--- src/hdl/sis_pkg.sv ---
// ----------------------------------------------------------------------------
// sis_pkg
// Shared types and constants of the stable insertion sorter.
// ----------------------------------------------------------------------------
`timescale 1ns / 1ps

package sis_pkg;

  localparam int KEY_BITS     = 16;
  localparam int PAYLOAD_BITS = 32;
  localparam int POS_BITS     = 10;
  localparam int SWAP_BITS    = 19;
  // Cells are grouped for the shift-count encoder.
  localparam int GROUP_BITS   = 6;
  localparam int GROUP_SIZE   = 1 << GROUP_BITS;

  localparam logic [SWAP_BITS-1:0] SWAP_MAX = '1;

  typedef enum logic [1:0] {
    CMD_INSERT = 2'd0,
    CMD_READ   = 2'd1,
    CMD_CLEAR  = 2'd2
  } cmd_t;

  // Command word.
  typedef struct packed {
    logic [1:0]              cmd;
    logic [KEY_BITS-1:0]     key;
    logic [PAYLOAD_BITS-1:0] payload;
  } sis_req_t;

  // Result word.
  typedef struct packed {
    logic [KEY_BITS-1:0]     out_key;
    logic [PAYLOAD_BITS-1:0] out_payload;
    logic [POS_BITS-1:0]     arrival_position;
    logic                    last_record;
    logic                    empty_res;
    logic [SWAP_BITS-1:0]    swap_count;
    logic                    overflow;
  } sis_rsp_t;

  // One stored record.
  typedef struct packed {
    logic [KEY_BITS-1:0]     key;
    logic [PAYLOAD_BITS-1:0] payload;
    logic [POS_BITS-1:0]     pos;
  } sis_rec_t;

  // Operation broadcast to every cell.
  typedef struct packed {
    logic ins;
    logic rd;
  } sis_ctl_t;

endpackage

--- src/hdl/sis_cell.sv ---
// ----------------------------------------------------------------------------
// sis_cell
// One slot of the sorted record chain. On an insert the cell either keeps its
// record, takes the new record, or takes its left neighbor's record. On a
// read it takes its right neighbor's record.
// ----------------------------------------------------------------------------
`timescale 1ns / 1ps

module sis_cell
  import sis_pkg::*;
(
  input  logic     clk,
  input  sis_ctl_t ctl,
  input  sis_rec_t new_rec,
  input  sis_rec_t left_rec,
  input  sis_rec_t right_rec,
  input  logic     occupied,
  input  logic     left_occupied,
  input  logic     left_gt,
  output logic     gt,
  output sis_rec_t rec
);

  // The stored key is strictly greater than the incoming key.
  assign gt = occupied && (rec.key > new_rec.key);

  // Shift right on insert, shift left on read.
  always_ff @(posedge clk) begin
    if (ctl.ins) begin
      if (left_gt) begin
        rec <= left_rec;
      end else if (gt || (!occupied && left_occupied)) begin
        rec <= new_rec;
      end
    end else if (ctl.rd) begin
      rec <= right_rec;
    end
  end

endmodule

--- config.mk ---
export PLATFORM = sky130hd
export DESIGN_NAME = sis_cell
export DESIGN_NICKNAME = d
export VERILOG_FILES = /design/src/hdl/sis_pkg.sv /design/src/hdl/sis_cell.sv
export SDC_FILE = /design/constraint.sdc
export NUM_CORES = 1
export LEC_CHECK = 0
export ABC_CLOCK_PERIOD_IN_PS = 4210
export BUFFER_PORTS_ARGS = -buffer_cell sky130_fd_sc_hd__buf_2
export CAP_MARGIN = 15
export CORE_ASPECT_RATIO = 1.2
export CORE_MARGIN = 2
export CORE_UTILIZATION = 30
export DETAILED_ROUTE_END_ITERATION = 16
export PLACE_DENSITY = 0.7
export SLEW_MARGIN = 20
export SYNTH_ARGS = -nofsm -noshare
export SYNTH_HDL_FRONTEND = slang
export SYNTH_SLANG_ARGS = --single-unit
export TNS_END_PERCENT = 50
--- constraint.sdc ---
create_clock -name clk -period 4.21 [get_ports clk]
set_clock_uncertainty 0.1 [all_clocks]
set_input_delay 0.421 -clock clk [delete_from_list [all_inputs] [get_ports clk]]
set_output_delay 0.421 -clock clk [all_outputs]
set_load 0.01 [all_outputs]
==> results of run 1 <==
-- layout by cell type, fill, tap and decap left out --
cell type and count:
mux2i_1 58, nor2_1 61, nand4_1 3, clkinv_1 2, nor2b_1 2, buf_2 236
bufinv_16 3, a2111o_1 1, edfxtp_1 58, buf_4 4, a21oi_1 65, o41ai_1 1
ha_1 16, clkinv_2 2, inv_1 17, o22a_2 1, a311oi_1 1, clkbuf_16 9
a41oi_2 1, o21ai_0 2, buf_12 1, o211ai_1 1, nand2_1 3, nand4_2 1
-- per-stage QoR --
| stage | power, W | area (um^2) |
|---|---|---|
| after floorplan | 0.000924 | 3360 |
| after global placement | 0.00109 | 4660 |
| after detailed placement | 0.00111 | 4660 |
| after CTS | 0.00192 | 5000 |
| after global routing | 0.00199 | 5000 |
| final | 0.00190 | 5000 |
-- critical path, stage by stage (launching register included) --
cell and delay (ns):
edfxtp_1 0.40, ha_1 0.32, nand4_2 0.17, a2111o_1 0.44
a41oi_2 0.18, o22a_2 0.66, buf_12 0.28
-- power by group --
group          total, W  internal [W]  switching (W)
registers      0.000730      0.000712      0.0000181
logic          0.000357      0.000169       0.000188
clock network  0.000810      0.000571       0.000239
-- cell type report --
type | count | area share
Timing Repair Buffer | 241 | 0.246
Multi-Input combinational cell | 217 | 0.293
Tap cell | 132 | 0.0330
Sequential cell | 58 | 0.349
Inverter | 17 | 0.0128
Clock inverter | 7 | 0.0215
Clock buffer | 9 | 0.0451
-- per-layer routing --
layer | global-route usage | up-vias | routed length, um
li1 | - | 1605 | -
met1 | 0.166 | 1456 | 3540
met2 | 0.280 | 147 | 4830
met3 | 0.0524 | 12 | 839
met4 | 0.0539 | 4 | 109
met5 | 0 | - | 25
-- worst max-delay path by stage --
| stage | to | start | cells after the start | slack (ns) |
|---|---|---|---|---|
| 2_1_floorplan | rec[0] | rec[43] | 6 | 0.76 |
| 3_3_place_gp | rec[53] | new_rec[43] | 9 | 1.26 |
| 5_1_grt | rec[54] | rec[56] | 6 | 1.17 |
| 6_report | rec[54] | rec[56] | 6 | 1.33 |
| 4_1_cts | rec[54] | rec[56] | 6 | 1.31 |
| 3_5_place_dp | rec[54] | new_rec[43] | 9 | 1.17 |
-- Yosys cell counts, drive strengths merged, types with 2 or more instances --
library cell and n:
nor2 61, inv 17, nand4 4, o21ai 2, ha 16, a21oi 65, buf 9, mux2i 58
clkbuf 11, nor2b 2, edfxtp 58, nand2 3
-- logic make-up after synthesis --
logic type	Yosys count	share of synthesized area
buf+inv	37	0.0458
fa+ha+maj	16	0.0596
flops	58	0.519
compound gates	73	0.118
simple gates	70	0.0846
mux	58	0.173
==> run summary, run 1 <==
Status - completed
Core area - 11000 um^2
Initial antenna violation count - 2
First-pass GRT wire length - 14300 um
Yosys cell types - 21
Area contributors post-synth - edfxtp_1 (52%), mux2i_1 (17%), a21oi_1 (9.7%)
GRT Util Overall - 0.155
Post-synth EDFFs - 58
Post-Place Cells - 665
Pre-CTS setup slack - 1.17 ns
CTS root buf - clkbuf_16
Post-Syn Area - 3360 um^2
CTS buffer count - 9
Longest Clk Path Bufs - 2
Crit path time final - 2.88 ns
Hold-critical path endpoint - rec[44]
LEAKAGE - 2.47 nW
Total wire length - 9340 um
Reg2Reg Depth - 6
Top cell type by total area after synthesis - edfxtp_1
Via Count - 3224
Layout cells sized above 1 - 0.470
Drt wl/cell - 13.7 um
Yosys top cell area share - 0.519
Final-stage net count - 740
Latest clock arrival within the worst-skew pair - 0.32 ns
# rows - 42
Footprint of the multi-input gates - 1460 um^2
Mean Syn Cell Area - 10.8 um^2
RSZ-0062 raised after global routing - false
Hold_ws - 0.321 ns
Biggest regs - rec x58
Via/cell ratio - 4.73
Seq cells post-synth - 58
Die height - 120 um
Max VDD drop - 0.180 mV
Critical path type - flop to flop
Clock sink total - 58
Fin crit share - 0.683
Ys flop type - edfxtp_1
Initial core utilization - 0.306
Max reg flops - 58
# IOs - 239
Largest register by flop count - rec
Critical Path RT - 4.12 ns
DRT antenna net count - 0
Register area share after synthesis - 0.519
Terminus of the critical flop-to-flop path - rec[54]
Diode count - 0
Post-DP HPWL - 7470 um
CP max FO - 30
Synthesized Nets - 508
Postcts setup bufs - 0
Port-buffer cells - 238
Maxcap violations - 0
R2R Setup Slk - 1.33 ns
Hold Path Class - input port to flop
Worst reg2reg path startpoint - rec[56]
Post-CTS Hold Fix Bufs - 0
Crit path DAT - 2.79 ns
Final TNS setup - 0 ns
WHS Path Cells - 3
Area Growth Syn to Fin - 48.9%
Final Hold Fails - 0
Pin count of the biggest net entering global routing - 74
Least-Margin Pin Slew - 1.02 ns
Ys async rst share - 0
Synth Instances - 312
Final design utilization - 0.455
Die Wd - 101 um
Fillers - 1054
Max-slew violations - 0
CTS H-tree lvls - 3
# setup viols final - 0
Final setup margin - 1.33 ns
Total gr overflow - 0
# DRC - 0
Hold path start - right_rec[44]
Final non-filler cell total - 681
Setup crit end kind - flop
Relative slew slack - 0.322
PwrDens - 380 nW/um^2
Sequential Area - 1740 um^2
CTS tree - done
Clk slew on worst S/H paths - 0.05 ns
Vias in the first global route - 3120
FMAX - 348 MHz
Routability cong. - 0.911
Area of the die - 12100 um^2
Initial DRT Pass Iterations - 4
Crit start category - flop
Yosys warning count - 0
Post_cts resized - 0
Initial DRC Count - 48
Note: power is estimated with default switching activity, not from simulation.
==> inputs of run 2 (changes only) <==
--- a/config.mk
+++ b/config.mk
@@ -5,7 +5,7 @@
 export SDC_FILE = /design/constraint.sdc
 export NUM_CORES = 1
 export LEC_CHECK = 0
-export ABC_CLOCK_PERIOD_IN_PS = 4210
+export ABC_CLOCK_PERIOD_IN_PS = 2800
 export BUFFER_PORTS_ARGS = -buffer_cell sky130_fd_sc_hd__buf_2
 export CAP_MARGIN = 15
 export CORE_ASPECT_RATIO = 1.2
==> constraint.sdc (replaced) <==
create_clock -name clk -period 2.8 [get_ports clk]
set_clock_uncertainty 0.1 [all_clocks]
set_input_delay 0.28 -clock clk [delete_from_list [all_inputs] [get_ports clk]]
set_output_delay 0.28 -clock clk [all_outputs]
set_load 0.01 [all_outputs]
==> run summary, run 2 (synthesis gave the netlist of run 1 again) <==
PwrDens - 517 nW/um^2
Post-DP HPWL - 7550 um
Initial antenna violation count - 2
Biggest regs - rec x58
Fin crit share - 0.877
Port-buffer cells - 238
Switch Pwr - 0.000656 W
Sequential Area - 1740 um^2
RSZ-0062 raised after global routing - false
# DRC - 0
Max reg flops - 58
Post-Place Cells - 667
Commonest non-fill, non-tap cell in the layout - buf_2
Flop pwr share - 0.429
GRT Util Overall - 0.154
Crit path time final - 2.46 ns
Crit path cell chain - ha_1 -> nor2b_1 -> o211ai_1 -> a2111o_1 -> a41oi_2 -> o22a_4 -> buf_12
Crit path DAT - 2.34 ns
Reg2Reg Depth - 7
Final TNS setup - 0 ns
Crit start category - flop
Critical path type - flop to flop
# rows - 42
Switching share of power - 0.256
Final Hold Fails - 0
CP delay by family, top - compound AO/OA/AOI/OAI gates
Die Wd - 101 um
Longest Clk Path Bufs - 2
Met2 routed WL - 4810 um
Delay of the slowest critical-path stage - 0.39 ns
Crit path buf inv count - 1
Clock power share - 0.358
Combinational fraction of design power - 0.213
Max layer used - met4
Final-stage net count - 742
Initial DRT Pass Iterations - 4
Drt wl/cell - 13.7 um
CTS root buf - clkbuf_16
CTS H-tree lvls - 3
Max-slew violations - 0
Die height - 120 um
Clk slew on worst S/H paths - 0.05 ns
Footprint of the multi-input gates - 1470 um^2
Critical Path RT - 2.69 ns
Metal-1 WL - 3570 um
Fillers - 1048
Postcts setup bufs - 0
Routed wl met3 - 797 um
# IOs - 239
Via Count - 3188
Hold Path Class - input port to flop
Total wire length - 9360 um
Int Power - 0.00190 W
Post-CTS Hold Fix Bufs - 0
LEAKAGE - 2.44 nW
Clock sink total - 58
CTS tree - done
FMAX - 407 MHz
Relative slew slack - 0.697
Routability cong. - 0.840
# setup viols final - 0
DRT antenna net count - 0
Core area - 11000 um^2
Maxcap violations - 0
Via/cell ratio - 4.66
First-pass GRT wire length - 14300 um
Max VDD drop - 0.260 mV
Final non-filler cell total - 684
Area Growth Syn to Fin - 47.2%
Initial core utilization - 0.306
Initial DRC Count - 60
Status - completed
Setup crit end kind - flop
Layout cells sized above 1 - 0.467
Area of the die - 12100 um^2
Post_cts resized - 0
Vias in the first global route - 3162
WHS Path Cells - 3
Largest register by flop count - rec
Most frequent cells in the layout - buf_2 (236), a21oi_1 (65), nor2_1 (61)
Slowest stage cell on the critical path - edfxtp_1
Pin count of the biggest net entering global routing - 57
CP max FO - 56
CP Depth - 7
CTS buffer count - 9
Total gr overflow - 0
Least-Margin Pin Slew - 0.449 ns
Latest clock arrival within the worst-skew pair - 0.32 ns
[run 2: cell count changes in the layout (fill, tap and decap cells not counted)]
cell,previous run,this run
bufinv_16,3,0
o22a_4,0,1
buf_4,4,6
diode_2,0,2
clkinv_1,2,4
o22a_2,1,0
[run 2: area by class of cell]
class | count | area share
Timing Repair Buffer | 243 | 0.252
Inverter | 17 | 0.0129
Clock inverter | 6 | 0.00506
Antenna cell | 2 | 0.00101
Tap cell | 132 | 0.0334
Clock buffer | 9 | 0.0456
Sequential cell | 58 | 0.352
Multi-Input combinational cell | 217 | 0.297
[run 2: worst register-to-register path, cell delays in order, from the launching register on]
cell	delay (ns)
edfxtp_1	0.39
ha_1	0.31
nor2b_1	0.13
o211ai_1	0.09
a2111o_1	0.39
a41oi_2	0.19
o22a_4	0.21
buf_12	0.29
[run 2: final timing paths]
check | startpoint | slack, ns | to
worst min register to register | rec[57] | 1.03 | rec[44]
worst min-delay path | right_rec[2] | 0.18 | rec[2]
worst max register to register | rec[43] | 0.34 | rec[16]
worst max-delay path | rec[43] | 0.34 | rec[16]
[run 2: per-stage QoR]
step | setup slack (ns) | hold slack [ns] | power, W | instance area [um^2] | utilization
CTS | 0.326 | 0.168 | 0.00260 | 4940 | 0.450
finish | 0.344 | 0.181 | 0.00256 | 4940 | 0.450
global placement | 0.387 | 0.496 | 0.00165 | 4690 | 0.427
floorplan | 0.237 | 0.406 | 0.00139 | 3370 | -
global route | 0.208 | 0.172 | 0.00271 | 4940 | 0.450
detailed placement | 0.305 | 0.505 | 0.00167 | 4690 | 0.427
[run 2: routing by layer]
layer,vias up,track usage
li1,1605,-
met1,1415,0.157
met2,153,0.276
met3,15,0.0582
met4,0,0.0676
met5,-,0
[run 2: power groups by stage]
stage | sequential (W) | clock, W | combinational [W]
3_3_place_gp | 0.00111 | 0 | 0.000538
3_5_place_dp | 0.00111 | 0 | 0.000554
4_1_cts | 0.00110 | 0.000948 | 0.000556
5_1_grt | 0.00111 | 0.000996 | 0.000606
2_1_floorplan | 0.00116 | 0 | 0.000228
6_report | 0.00110 | 0.000916 | 0.000545
