===== src/hdl/sis_pkg.sv =====
// ----------------------------------------------------------------------------
// sis_pkg
// Shared types and constants of the stable insertion sorter.
// ----------------------------------------------------------------------------
`timescale 1ns / 1ps

package sis_pkg;

  localparam int KEY_BITS     = 16;
  localparam int PAYLOAD_BITS = 32;
  localparam int POS_BITS     = 10;
  localparam int SWAP_BITS    = 19;
  // Cells are grouped for the shift-count encoder.
  localparam int GROUP_BITS   = 6;
  localparam int GROUP_SIZE   = 1 << GROUP_BITS;

  localparam logic [SWAP_BITS-1:0] SWAP_MAX = '1;

  typedef enum logic [1:0] {
    CMD_INSERT = 2'd0,
    CMD_READ   = 2'd1,
    CMD_CLEAR  = 2'd2
  } cmd_t;

  // Command word.
  typedef struct packed {
    logic [1:0]              cmd;
    logic [KEY_BITS-1:0]     key;
    logic [PAYLOAD_BITS-1:0] payload;
  } sis_req_t;

  // Result word.
  typedef struct packed {
    logic [KEY_BITS-1:0]     out_key;
    logic [PAYLOAD_BITS-1:0] out_payload;
    logic [POS_BITS-1:0]     arrival_position;
    logic                    last_record;
    logic                    empty_res;
    logic [SWAP_BITS-1:0]    swap_count;
    logic                    overflow;
  } sis_rsp_t;

  // One stored record.
  typedef struct packed {
    logic [KEY_BITS-1:0]     key;
    logic [PAYLOAD_BITS-1:0] payload;
    logic [POS_BITS-1:0]     pos;
  } sis_rec_t;

  // Operation broadcast to every cell.
  typedef struct packed {
    logic ins;
    logic rd;
  } sis_ctl_t;

endpackage


===== src/hdl/sis_count.sv =====
// ----------------------------------------------------------------------------
// sis_count
// Shift counter. Encodes the insertion point from the one-hot boundary of the
// cell row in two registered stages, then adds the number of moved records to
// a saturating total.
// ----------------------------------------------------------------------------
`timescale 1ns / 1ps

module sis_count
  import sis_pkg::*;
#(
  parameter int DEPTH = 1024,
  localparam int CNT_BITS = $clog2(DEPTH + 1)
) (
  input  logic                 clk,
  input  logic                 rst,
  input  logic                 clear,
  input  logic                 start,
  input  logic [DEPTH-1:0]     first_gt,
  input  logic [CNT_BITS-1:0]  occ,
  output logic [SWAP_BITS-1:0] swap_count,
  output logic                 busy
);

  localparam int NG      = (DEPTH + GROUP_SIZE - 1) / GROUP_SIZE;
  localparam int GI_BITS = (NG > 1) ? $clog2(NG) : 1;
  localparam int PAD     = NG * GROUP_SIZE;

  logic [PAD-1:0]        fg_pad;
  logic [NG-1:0]         grp_hit;
  logic [GROUP_BITS-1:0] grp_loc [NG];

  logic                  s1_valid;
  logic [NG-1:0]         s1_hit;
  logic [GROUP_BITS-1:0] s1_loc [NG];
  logic [CNT_BITS-1:0]   s1_occ;

  logic [GI_BITS-1:0]    gidx;
  logic [GROUP_BITS-1:0] lsel;
  logic                  any_hit;
  logic [GI_BITS+GROUP_BITS-1:0] pos;

  logic                  s2_valid;
  logic [CNT_BITS-1:0]   s2_moved;
  logic [SWAP_BITS:0]    sum;

  assign fg_pad = PAD'(first_gt);

  // First stage: per group, a hit flag and the local index of the hit.
  always_comb begin
    for (int g = 0; g < NG; g++) begin
      grp_hit[g] = |fg_pad[g*GROUP_SIZE +: GROUP_SIZE];
      grp_loc[g] = '0;
      for (int j = 0; j < GROUP_SIZE; j++) begin
        if (fg_pad[g*GROUP_SIZE + j]) begin
          grp_loc[g] = grp_loc[g] | GROUP_BITS'(j);
        end
      end
    end
  end

  always_ff @(posedge clk) begin
    s1_hit <= grp_hit;
    s1_loc <= grp_loc;
    s1_occ <= occ;
  end

  // Second stage: pick the hit group and form the insertion index.
  always_comb begin
    gidx    = '0;
    lsel    = '0;
    any_hit = 1'b0;
    for (int g = 0; g < NG; g++) begin
      if (s1_hit[g]) begin
        gidx    = gidx | GI_BITS'(g);
        lsel    = lsel | s1_loc[g];
        any_hit = 1'b1;
      end
    end
  end

  assign pos = {gidx, lsel};

  always_ff @(posedge clk) begin
    s2_moved <= any_hit ? (s1_occ - CNT_BITS'(pos)) : '0;
  end

  // Saturating accumulation of moved records.
  assign sum = {1'b0, swap_count} + (SWAP_BITS + 1)'(s2_moved);

  always_ff @(posedge clk) begin
    if (rst) begin
      s1_valid   <= 1'b0;
      s2_valid   <= 1'b0;
      swap_count <= '0;
    end else begin
      s1_valid <= start;
      s2_valid <= s1_valid;
      if (clear) begin
        swap_count <= '0;
      end else if (s2_valid) begin
        swap_count <= sum[SWAP_BITS] ? SWAP_MAX : sum[SWAP_BITS-1:0];
      end
    end
  end

  assign busy = s1_valid || s2_valid;

endmodule


===== config.mk =====
export PLATFORM = sky130hd
export DESIGN_NAME = sis_count
export DESIGN_NICKNAME = d
export VERILOG_FILES = /design/src/hdl/sis_pkg.sv /design/src/hdl/sis_count.sv
export SDC_FILE = /design/constraint.sdc
export NUM_CORES = 1
export LEC_CHECK = 0
export BUFFER_PORTS_ARGS = -buffer_cell sky130_fd_sc_hd__buf_2
export CAP_MARGIN = 5
export CORE_AREA = 2 2 412 414
export DETAILED_ROUTE_END_ITERATION = 16
export DIE_AREA = 0 0 414 416
export GPL_ROUTABILITY_DRIVEN = 0
export GPL_TIMING_DRIVEN = 0
export MAX_ROUTING_LAYER = met4
export PLACE_DENSITY = 0.3
export SKIP_CTS_REPAIR_TIMING = 1
export SLEW_MARGIN = 20
export SYNTH_ARGS = -nofsm -noshare
export SYNTH_HDL_FRONTEND = slang
export SYNTH_SLANG_ARGS = --single-unit

===== constraint.sdc =====
create_clock -name clk -period 4.5 [get_ports clk]
set_input_delay 0.45 -clock clk [delete_from_list [all_inputs] [get_ports clk]]
set_output_delay 0.45 -clock clk [all_outputs]
set_load 0.005 [all_outputs]

==> results of run 1 <==
## worst min path at each step
stage,from,to,slack (ns),cells after the start
detailed placement,s1_valid$_SDFF_PP0_,s2_valid$_SDFF_PP0_,0.46,1
floorplan,s1_valid$_SDFF_PP0_,s2_valid$_SDFF_PP0_,0.43,1
CTS,occ[9],s1_occ[9]$_DFF_P_,-0.06,1
finish,occ[7],s1_occ[7]$_DFF_P_,0.07,1
global placement,s1_valid$_SDFF_PP0_,s2_valid$_SDFF_PP0_,0.46,1
global route,occ[7],s1_occ[7]$_DFF_P_,0.02,1
## where the power goes
part,switching (uW),internal (uW)
logic,524,427
clock network,803,1010
registers,9.17,1390
total,1340,2820
## routing by layer
layer,GRT usage,vias up
met3,0.0322,188
li1,-,7956
met4,0.0427,0
met1,0.174,8371
met2,0.241,956
met5,-,-
## worst max-delay path: stages (launching register included)
cell,delay [ns]
sky130_fd_sc_hd__dfxtp_1,0.55
sky130_fd_sc_hd__a22o_1,0.31
sky130_fd_sc_hd__a221oi_1,0.79
sky130_fd_sc_hd__nand3_1,0.14
sky130_fd_sc_hd__nor2_1,0.40
sky130_fd_sc_hd__ha_1,0.36
sky130_fd_sc_hd__a21oi_1,0.22
sky130_fd_sc_hd__o211ai_1,0.17
sky130_fd_sc_hd__o41ai_1,0.46
sky130_fd_sc_hd__o21ai_0,0.22
sky130_fd_sc_hd__xor2_1,0.19
sky130_fd_sc_hd__nor2_1,0.05
## placed cells by master (no fill, tap or decap), types with 4 or more instances in the layout
cell type,synthesis,routed
sky130_fd_sc_hd__a21oi_1,26,26
sky130_fd_sc_hd__a221oi_1,11,11
sky130_fd_sc_hd__a22o_1,11,11
sky130_fd_sc_hd__a22oi_1,26,26
sky130_fd_sc_hd__a31oi_1,4,4
sky130_fd_sc_hd__and3_1,9,9
sky130_fd_sc_hd__and4_1,8,8
sky130_fd_sc_hd__and4b_1,4,4
sky130_fd_sc_hd__buf_2,1,1060
sky130_fd_sc_hd__bufinv_16,0,5
sky130_fd_sc_hd__clkbuf_1,9,9
sky130_fd_sc_hd__clkbuf_16,0,17
sky130_fd_sc_hd__dfxtp_1,155,155
sky130_fd_sc_hd__diode_2,0,51
sky130_fd_sc_hd__dlygate4sd3_1,0,8
sky130_fd_sc_hd__ha_1,21,21
sky130_fd_sc_hd__inv_1,7,7
sky130_fd_sc_hd__inv_8,0,5
sky130_fd_sc_hd__nand2_1,89,89
sky130_fd_sc_hd__nand2b_1,5,5
sky130_fd_sc_hd__nand3_1,75,75
sky130_fd_sc_hd__nand3b_1,11,11
sky130_fd_sc_hd__nand4_1,71,71
sky130_fd_sc_hd__nand4b_1,13,13
sky130_fd_sc_hd__nor2_1,185,185
sky130_fd_sc_hd__nor2b_1,9,9
sky130_fd_sc_hd__nor3_1,138,138
sky130_fd_sc_hd__nor4_1,273,267
sky130_fd_sc_hd__nor4_2,0,6
sky130_fd_sc_hd__o21a_1,4,4
sky130_fd_sc_hd__o21ai_0,16,16
sky130_fd_sc_hd__or2_2,7,7
sky130_fd_sc_hd__or3_1,38,38
sky130_fd_sc_hd__or4_1,108,108
sky130_fd_sc_hd__xnor2_1,8,8
sky130_fd_sc_hd__xor2_1,8,8
## sequential cells by signal, indices dropped and copies added (netlist names)
register	cells
s1_hit	16
s1_loc	96
s1_occ	11
s1_valid	1
s2_moved	11
s2_valid	1
swap_count	19
## metrics by stage
step                      setup WS, ns  total power [uW]
after detailed placement         0.353              2350
after floorplan                   2.04              1600
final                            0.523              4160
after global routing             0.253              4380
after global placement           0.378              2360
after CTS                        0.342              4270
## layout make-up
type | count | area share
well taps | 2218 | 0.143
repair buffers | 1067 | 0.277
clock inverters | 15 | 0.0128
multi-input cells | 1218 | 0.375
diodes | 51 | 0.00658
flip-flops and latches | 155 | 0.160
inverters | 7 | 0.00135
plain buffers | 10 | 0.00200
clock buffers | 17 | 0.0219
## cell families (layout without fill, tap and decap cells)
family / after synthesis / in the layout / share of synthesized area
multiplexers: 1 / 1 / 0.000962
AO/OA/AOI/OAI: 119 / 119 / 0.0796
AND/OR/NAND/NOR: 1059 / 1059 / 0.572
XOR/XNOR: 16 / 16 / 0.0135
flip-flops: 155 / 155 / 0.298
buffers and inverters: 17 / 1116 / 0.00625
other: 0 / 51 / 0
adder cells (fa/ha/maj): 23 / 23 / 0.0291
==> impl_results.md, run 1 <==
* Max capacitance violation total at 0
* Sum of routed wire length over all layers at 126000 um
* RSZ-0062 raised after global routing: no
* Clock transition at the register clock pins on the worst setup and hold paths after CTS at 0.08 ns
* Cell count after placement at 4667
* Via/cell ratio at 3.67
* Buffers added on ports at 1058
* Leakage component of the power at 0.00717 uW
* Slew at the pin closest to its max-slew limit at 1.03 ns
* Status: finished, final reports clean
* Hold WC Path Type: in -> reg
* Die X-Extent at 414 um
* R2R setup slack at 0.52 ns
* Share of the core filled with cells in the final layout at 0.115
* Top cell type by total area after synthesis: sky130_fd_sc_hd__dfxtp_1
* Met3 routed wirelength at 7740 um
* Routed length on met1 at 53400 um
* FF+latch area at 3100 um2
* Seq/Total Area, Yosys at 0.298
* Synth Cell Area at 10400 um2
* Number of buffers created by CTS at 17
* Routed length on met2 at 61100 um
* Synthesized instance count at 1390
* Die Height at 416 um
* Placement row count at 151
* Final Instance Count excl. Fillers at 4758
* Async S/R FF share, synth at 0
* Remaining Overflow, GRT at 0
* Capture point of the critical path: s2_moved[10]$_SDFF_PN0_
* Post-layout net count at 3538
* Top FF cell, synth: sky130_fd_sc_hd__dfxtp_1
* Worst setup path startpoint: s1_hit[1]$_DFF_P_
* Via count of the first global-routing pass at 18000
* Number of fillers in the final layout at 19800
* Boundary Pins at 1059
* Average cell area after synthesis at 7.48 um2
* Worst reg2reg path endpoint: s2_moved[10]$_SDFF_PN0_
* Post-synthesis net count at 2452
* Min Hold Slack at 0.0749 ns
* Maximum count of clock buffers along a single path at 2
* Clock tree from TritonCTS: done
* WL per Instance at 26.5 um
* Proportion of netlist area held by the largest area contributor at 0.298
* Number of slew-limit violations in the final report at 0
* Worst IR drop on VDD at 0.223 mV
* Number of cells traversed by the worst register-to-register path at 11
* Half-perimeter wire length of the detailed placement result at 116000 um
* Critical path class: reg -> reg
* Arrival time reported for the critical path endpoint at 4.38 ns
* Cell area after layout at 19400 um2
* Antenna-violating nets left at 0
* Initial Utilization at 0.0619
* Area added between synthesis and finish at 86.5%
* Clock latency reported for the late side of the worst-skew pair at 0.53 ns
* Number of warnings printed during yosys synthesis at 0
* Maximum number of pins on one net before global-route repair at 17
* Most instantiated cells after synthesis: 273 x sky130_fd_sc_hd__nor4_1, 185 x sky130_fd_sc_hd__nor2_1, 155 x sky130_fd_sc_hd__dfxtp_1
* Combined area of the multi-input logic cells at 7270 um2
* Startpoint type of the worst setup path: flop
* Initial DRC count at 1176
* Root Driver: sky130_fd_sc_hd__clkbuf_16
* Final Skew at 0.0119 ns
* Number of levels in the clock H-tree at 4
* Setup_tns at 0 ns
* P per Cell Area at 214 nW/um2
* Total die area at 172000 um2
* Fraction of layout instances using a drive strength above 1 at 0.448
* Number of DRC violations after detailed routing at 0
* Cell with the most instances after synthesis: sky130_fd_sc_hd__nor4_1
* Flip-flop and latch count after synthesis at 155
* Global routing usage summed across all routing layers at 0.145
* Top metal layer carrying routed signals: met4
* Remaining max-slew budget at the tightest pin at 0.309
* Required time at the worst-slack endpoint at 4.91 ns
* Count of different cell masters after synthesis at 60
* First-pass detailed-route iteration total at 5
* Origin of the critical flop-to-flop path: s1_hit[1]$_DFF_P_
* Placeable core region at 168000 um2
* CP Max Fanout at 8
* Finish-stage setup viols at 0
* Clock Sink Count at 155
* Wire length of the first global-routing pass at 163000 um
* Crit end category: flop
* Via count of the routed design at 17500
* Number of flops mapped to enable cells by yosys at 0
* Synth top area cells: sky130_fd_sc_hd__dfxtp_1 30%, sky130_fd_sc_hd__nor4_1 16%, sky130_fd_sc_hd__or4_1 7.8%, sky130_fd_sc_hd__nor2_1 6.7%, sky130_fd_sc_hd__nor3_1 6.6%
* Hold Vio Cnt, Final at 0
* Maximum clock frequency at 0.251 GHz
* Antenna violations before repair at 99
* Period minus WS final at 3.98 ns
* Final period utilization at 0.884
* Area after DPL at 18500 um2
Power figures use the tool's default switching activity.
==> inputs of run 2 (changes only) <==
--- a/config.mk
+++ b/config.mk
@@ -14,6 +14,7 @@
 export GPL_TIMING_DRIVEN = 0
 export MAX_ROUTING_LAYER = met4
 export PLACE_DENSITY = 0.3
+export RECOVER_POWER = 25
 export SKIP_CTS_REPAIR_TIMING = 1
 export SLEW_MARGIN = 20
 export SYNTH_ARGS = -nofsm -noshare
==> run 2 against run 1 <==
Via count is essentially flat. Sequential share of layout area is essentially flat. Critical path type unchanged. Fmax is essentially flat. Largest cell class unchanged. Register-to-register slack is essentially flat.
==> impl_results.md, run 2 (same netlist as run 1, synthesis figures left out) <==
* Maximum count of clock buffers along a single path at 2
* Clock latency reported for the late side of the worst-skew pair at 0.53 ns
* Status: finished, final reports clean
* Proportion of power drawn by flip-flops and latches at 0.336
* Post-layout net count at 3538
* Worst IR drop on VDD at 0.222 mV
* Logic pwr share at 0.228
* Antenna-violating nets left at 0
* Largest register by flop count: s1_loc
* First-pass detailed-route iteration total at 5
* Net load switching power at 1330 uW
* Final period utilization at 0.883
* Number of DRC violations after detailed routing at 0
* Area added between synthesis and finish at 86.2%
* Regs by FF count: s1_loc (96), swap_count (19), s1_hit (16)
* Setup_tns at 0 ns
* Via count of the routed design at 17500
* Final Skew at 0.0118 ns
* Leading cell type in the layout, fill and taps excluded: sky130_fd_sc_hd__buf_2
* Total die area at 172000 um2
* Wire length of the first global-routing pass at 163000 um
* Startpoint type of the worst setup path: flop
* P per Cell Area at 214 nW/um2
* Worst path bufs/invs at 0
* Crit-path slowest cell: sky130_fd_sc_hd__a221oi_1
* Boundary Pins at 1059
* Initial DRC count at 1141
* Slew at the pin closest to its max-slew limit at 1.02 ns
* Maximum clock frequency at 0.252 GHz
* Clock Sink Count at 155
* Die X-Extent at 414 um
* Placeable core region at 168000 um2
* Number of buffers created by CTS at 17
* Highest-count cells in the layout ignoring fill and taps: 1037 x sky130_fd_sc_hd__buf_2, 267 x sky130_fd_sc_hd__nor4_1, 185 x sky130_fd_sc_hd__nor2_1
* Half-perimeter wire length of the detailed placement result at 116000 um
* Number of levels in the clock H-tree at 4
* Global routing usage summed across all routing layers at 0.145
* Crit end category: flop
* Clock transition at the register clock pins on the worst setup and hold paths after CTS at 0.08 ns
* Cell chain of the critical path: a22o_1 > a221oi_1 > nand3_1 > nor2_1 > ha_1 > a21oi_1 > o211ai_1 > o41ai_1 > o21ai_0 > xor2_1 > nor2_1
* Finish-stage setup viols at 0
* Die Height at 416 um
* Hold Vio Cnt, Final at 0
* Period minus WS final at 3.97 ns
* Buffers added on ports at 1058
* Dominant delay contributor by cell family on the critical path: compound AO/OA/AOI/OAI gates
* Via count of the first global-routing pass at 18000
* Maximum number of pins on one net before global-route repair at 17
* Clk network pwr share at 0.436
* Arrival time reported for the critical path endpoint at 4.38 ns
* Remaining Overflow, GRT at 0
* CP Max Fanout at 8
* Fraction of power spent switching nets at 0.321
* Initial Utilization at 0.0619
* Via/cell ratio at 3.67
* WL per Instance at 26.5 um
* Largest stage delay, worst path at 0.79 ns
* Fraction of layout instances using a drive strength above 1 at 0.439
* Max capacitance violation total at 0
* Power Total at 4150 uW
* Required time at the worst-slack endpoint at 4.91 ns
* Clock tree from TritonCTS: done
* Critical path class: reg -> reg
* Largest register FFs at 96
* Remaining max-slew budget at the tightest pin at 0.315
* Sum of routed wire length over all layers at 126000 um
* Number of slew-limit violations in the final report at 0
* Number of fillers in the final layout at 19900
* Hold WC Path Type: in -> reg
* Leakage component of the power at 0.00710 uW
* Internal power summed over all cells at 2820 uW
* Antenna violations before repair at 99
* Dominant cell type by count on the critical path: sky130_fd_sc_hd__nor2_1
* Root Driver: sky130_fd_sc_hd__clkbuf_16
* RSZ-0062 raised after global routing: no
* Placement row count at 151
* Share of the core filled with cells in the final layout at 0.115
==> run 2: path summary, 6_finish.rpt <==
| path | cells after the start | endpoint | slack [ns] | startpoint |
|---|---|---|---|---|
| worst max-delay path | 11 | s2_moved[10]$_SDFF_PN0_ | 0.53 | s1_hit[1]$_DFF_P_ |
| worst min-delay path | 1 | s1_occ[7]$_DFF_P_ | 0.11 | occ[7] |
| worst max register to register | 11 | s2_moved[10]$_SDFF_PN0_ | 0.53 | s1_hit[1]$_DFF_P_ |
| worst min register to register | 1 | s2_valid$_SDFF_PP0_ | 0.48 | s1_valid$_SDFF_PP0_ |
==> run 2: final cells by class <==
type,instances,area [um2],share of cell area
Clock buffer,17,425,0.0220
Buffer,10,38.8,0.00200
Sequential cell,155,3100,0.160
Inverter,7,26.3,0.00136
Timing Repair Buffer,1067,5350,0.276
Tap cell,2218,2780,0.143
Multi-Input combinational cell,1218,7270,0.375
Antenna cell,51,128,0.00659
Clock inverter,15,249,0.0129
==> run 2: metrics by stage <==
stage	cells	setup slack, ns	area (um2)	hold slack [ns]
floorplan	1390	2.04	10400	0.429
global placement	4666	0.378	18500	0.460
detailed placement	4667	0.353	18500	0.458
CTS	4699	0.342	19200	-0.0593
global route	4750	0.253	19300	0.0500
finish	4758	0.527	19400	0.107
==> run 2: per-layer routing <==
layer / share of wire / global-route usage / vias up
met5: 0 / - / -
met1: 0.42 / 0.174 / 8401
li1: - / - / 7963
met3: 0.062 / 0.0322 / 186
met2: 0.48 / 0.241 / 931
met4: 0.031 / 0.0427 / 0
==> run 2: power groups by stage <==
stage                     registers, uW  clock network [uW]  logic, uW
after floorplan                    1420                   0        176
after global placement             1430                   0        928
after detailed placement           1430                   0        924
after CTS                          1400                1950        929
after global routing               1400                1970       1010
final                              1400                1810        948
==> inputs of run 3 (changes only) <==
--- a/config.mk
+++ b/config.mk
@@ -7,14 +7,15 @@
 export LEC_CHECK = 0
 export BUFFER_PORTS_ARGS = -buffer_cell sky130_fd_sc_hd__buf_2
 export CAP_MARGIN = 5
-export CORE_AREA = 2 2 412 414
+export CORE_AREA = 2 2 416 418
 export DETAILED_ROUTE_END_ITERATION = 16
-export DIE_AREA = 0 0 414 416
+export DIE_AREA = 0 0 418 420
 export GPL_ROUTABILITY_DRIVEN = 0
 export GPL_TIMING_DRIVEN = 0
 export MAX_ROUTING_LAYER = met4
 export PLACE_DENSITY = 0.3
 export RECOVER_POWER = 25
+export REMOVE_ABC_BUFFERS = 1
 export SKIP_CTS_REPAIR_TIMING = 1
 export SLEW_MARGIN = 20
 export SYNTH_ARGS = -nofsm -noshare
==> run 3 against run 2 <==
Core utilization is 0.15 points lower. Via count is 2.6% higher. Hold slack better by 0.0017 ns. Clock power is 13% lower. Critical endpoint unchanged.
==> impl_results.md, run 3 (same netlist as run 1, synthesis figures left out) <==
* Status: finished, final reports clean
* Clock Sink Count at 155
* Number of levels in the clock H-tree at 4
* Final Skew at 0.0295 ns
* Slew at the pin closest to its max-slew limit at 1.11 ns
* CP Max Fanout at 7
* Boundary Pins at 1059
* Min Hold Slack at 0.108 ns
* Worst IR drop on VDD at 0.289 mV
* Max capacitance violation total at 0
* Maximum clock frequency at 0.245 GHz
* Period minus WS final at 4.09 ns
* Wire length of the first global-routing pass at 173000 um
* Global routing usage summed across all routing layers at 0.155
* Clock latency reported for the late side of the worst-skew pair at 0.53 ns
* Startpoint type of the worst setup path: flop
* Hold Vio Cnt, Final at 0
* Cell count after placement at 4678
* Via count of the routed design at 17900
* Hold WC Path Type: in -> reg
* Via/cell ratio at 3.75
* Via count of the first global-routing pass at 18000
* Fraction of layout instances using a drive strength above 1 at 0.447
* Largest register by flop count: s1_loc
* Antenna violations before repair at 128
* Placement row count at 152
* Number of fillers in the final layout at 20100
* Final Instance Count excl. Fillers at 4785
* WL per Instance at 28.9 um
* Clock tree from TritonCTS: done
* Root Driver: sky130_fd_sc_hd__clkbuf_16
* Clock transition at the register clock pins on the worst setup and hold paths after CTS at 0.08 ns
* Half-perimeter wire length of the detailed placement result at 128000 um
* Maximum count of clock buffers along a single path at 2
* RSZ-0062 raised after global routing: no
* Remaining Overflow, GRT at 0
* First-pass detailed-route iteration total at 6
* Remaining max-slew budget at the tightest pin at 0.253
* Total die area at 176000 um2
* Highest-count cells in the layout ignoring fill and taps: 1037 x sky130_fd_sc_hd__buf_2, 256 x sky130_fd_sc_hd__nor4_1, 185 x sky130_fd_sc_hd__nor2_1
* Area added between synthesis and finish at 86.8%
* Min-delay src: first_gt[640]
* Sum of routed wire length over all layers at 138000 um
* Initial Utilization at 0.0608
* Largest register FFs at 96
* Regs by FF count: s1_loc (96), swap_count (19), s1_hit (16)
* Worst setup path startpoint: s1_hit[8]$_DFF_P_
* Arrival time reported for the critical path endpoint at 4.46 ns
* Origin of the critical flop-to-flop path: s1_hit[8]$_DFF_P_
* Initial DRC count at 1660
* Placeable core region at 171000 um2
* Crit end category: flop
* Required time at the worst-slack endpoint at 4.87 ns
* Die X-Extent at 418 um
* Maximum number of pins on one net before global-route repair at 30
* Number of DRC violations after detailed routing at 0
* Post-layout net count at 3535
* Leading cell type in the layout, fill and taps excluded: sky130_fd_sc_hd__buf_2
* Final period utilization at 0.909
* Antenna-violating nets left at 0
* Leakage component of the power at 0.00708 uW
* Die Height at 420 um
* Critical path class: reg -> reg
* Number of buffers created by CTS at 17
* Number of slew-limit violations in the final report at 0
* Finish-stage setup viols at 0
* P per Cell Area at 204 nW/um2
* Buffers added on ports at 1058
run 3: cell count changes in the layout (fill, tap and decap cells not counted), moves of 2 or more:
cell / before / now
sky130_fd_sc_hd__buf_4: 0 / 5
sky130_fd_sc_hd__bufinv_16: 5 / 1
sky130_fd_sc_hd__clkbuf_1: 32 / 24
sky130_fd_sc_hd__clkinv_4: 1 / 3
sky130_fd_sc_hd__diode_2: 51 / 66
sky130_fd_sc_hd__inv_6: 3 / 5
sky130_fd_sc_hd__inv_8: 5 / 2
sky130_fd_sc_hd__nor3_1: 138 / 136
sky130_fd_sc_hd__nor3_2: 0 / 2
sky130_fd_sc_hd__nor4_1: 267 / 256
sky130_fd_sc_hd__nor4_2: 6 / 17
run 3: through the flow:
| stage | utilization | TNS (ns) | total power, uW | cell area [um2] | setup slack [ns] |
|---|---|---|---|---|---|
| finish | 0.114 | 0 | 3960 | 19400 | 0.412 |
| global route | 0.113 | 0 | 4190 | 19400 | 0.0775 |
| CTS | 0.112 | 0 | 4080 | 19200 | 0.00794 |
| detailed placement | 0.109 | 0 | 2380 | 18600 | 0.0463 |
| global placement | 0.108 | -0.0352 | 2380 | 18500 | -0.0352 |
| floorplan | - | 0 | 1600 | 10400 | 2.02 |
run 3: final timing paths:
check,endpoint,slack [ns],depth (start not counted)
worst max-delay path,s2_moved[10]$_SDFF_PN0_,0.41,12
worst min-delay path,s1_hit[10]$_DFF_P_,0.11,2
worst min register to register,s2_valid$_SDFF_PP0_,0.46,1
worst max register to register,s2_moved[10]$_SDFF_PN0_,0.41,12
run 3: per-layer routing:
layer | up-vias | global-route usage | share of wire
met5 | - | - | 0
met4 | 0 | 0.0371 | 0.027
met3 | 199 | 0.0413 | 0.072
met2 | 1115 | 0.257 | 0.48
met1 | 8654 | 0.186 | 0.42
li1 | 7972 | - | -
run 3: where the power goes:
part           total, uW  switching [uW]  internal, uW  leakage, uW
Combinational        979             552           427      0.00554
Sequential          1400            11.5          1390      0.00126
Clock               1580             801           782     0.000280
run 3: worst max-delay path, stage by stage (launching register included):
cell                       delay (ns)
sky130_fd_sc_hd__dfxtp_1         0.82
sky130_fd_sc_hd__a22o_1          0.48
sky130_fd_sc_hd__a221oi_1        0.13
sky130_fd_sc_hd__nand4_1         0.36
sky130_fd_sc_hd__ha_1            0.25
sky130_fd_sc_hd__inv_1           0.06
sky130_fd_sc_hd__fa_1            0.43
sky130_fd_sc_hd__a21oi_1         0.26
sky130_fd_sc_hd__o211ai_1        0.18
sky130_fd_sc_hd__o41ai_1         0.51
sky130_fd_sc_hd__o21ai_0         0.22
sky130_fd_sc_hd__xor2_1          0.16
sky130_fd_sc_hd__nor2_1          0.05
run 3: layout make-up:
cell class | count | area, um2 | area share
clock buffers | 18 | 429 | 0.0221
multi-input cells | 1218 | 7360 | 0.379
clock inverters | 14 | 154 | 0.00792
flip-flops and latches | 155 | 3100 | 0.160
well taps | 2233 | 2790 | 0.144
inverters | 7 | 26.3 | 0.00135
diodes | 66 | 165 | 0.00850
repair buffers | 1074 | 5400 | 0.278
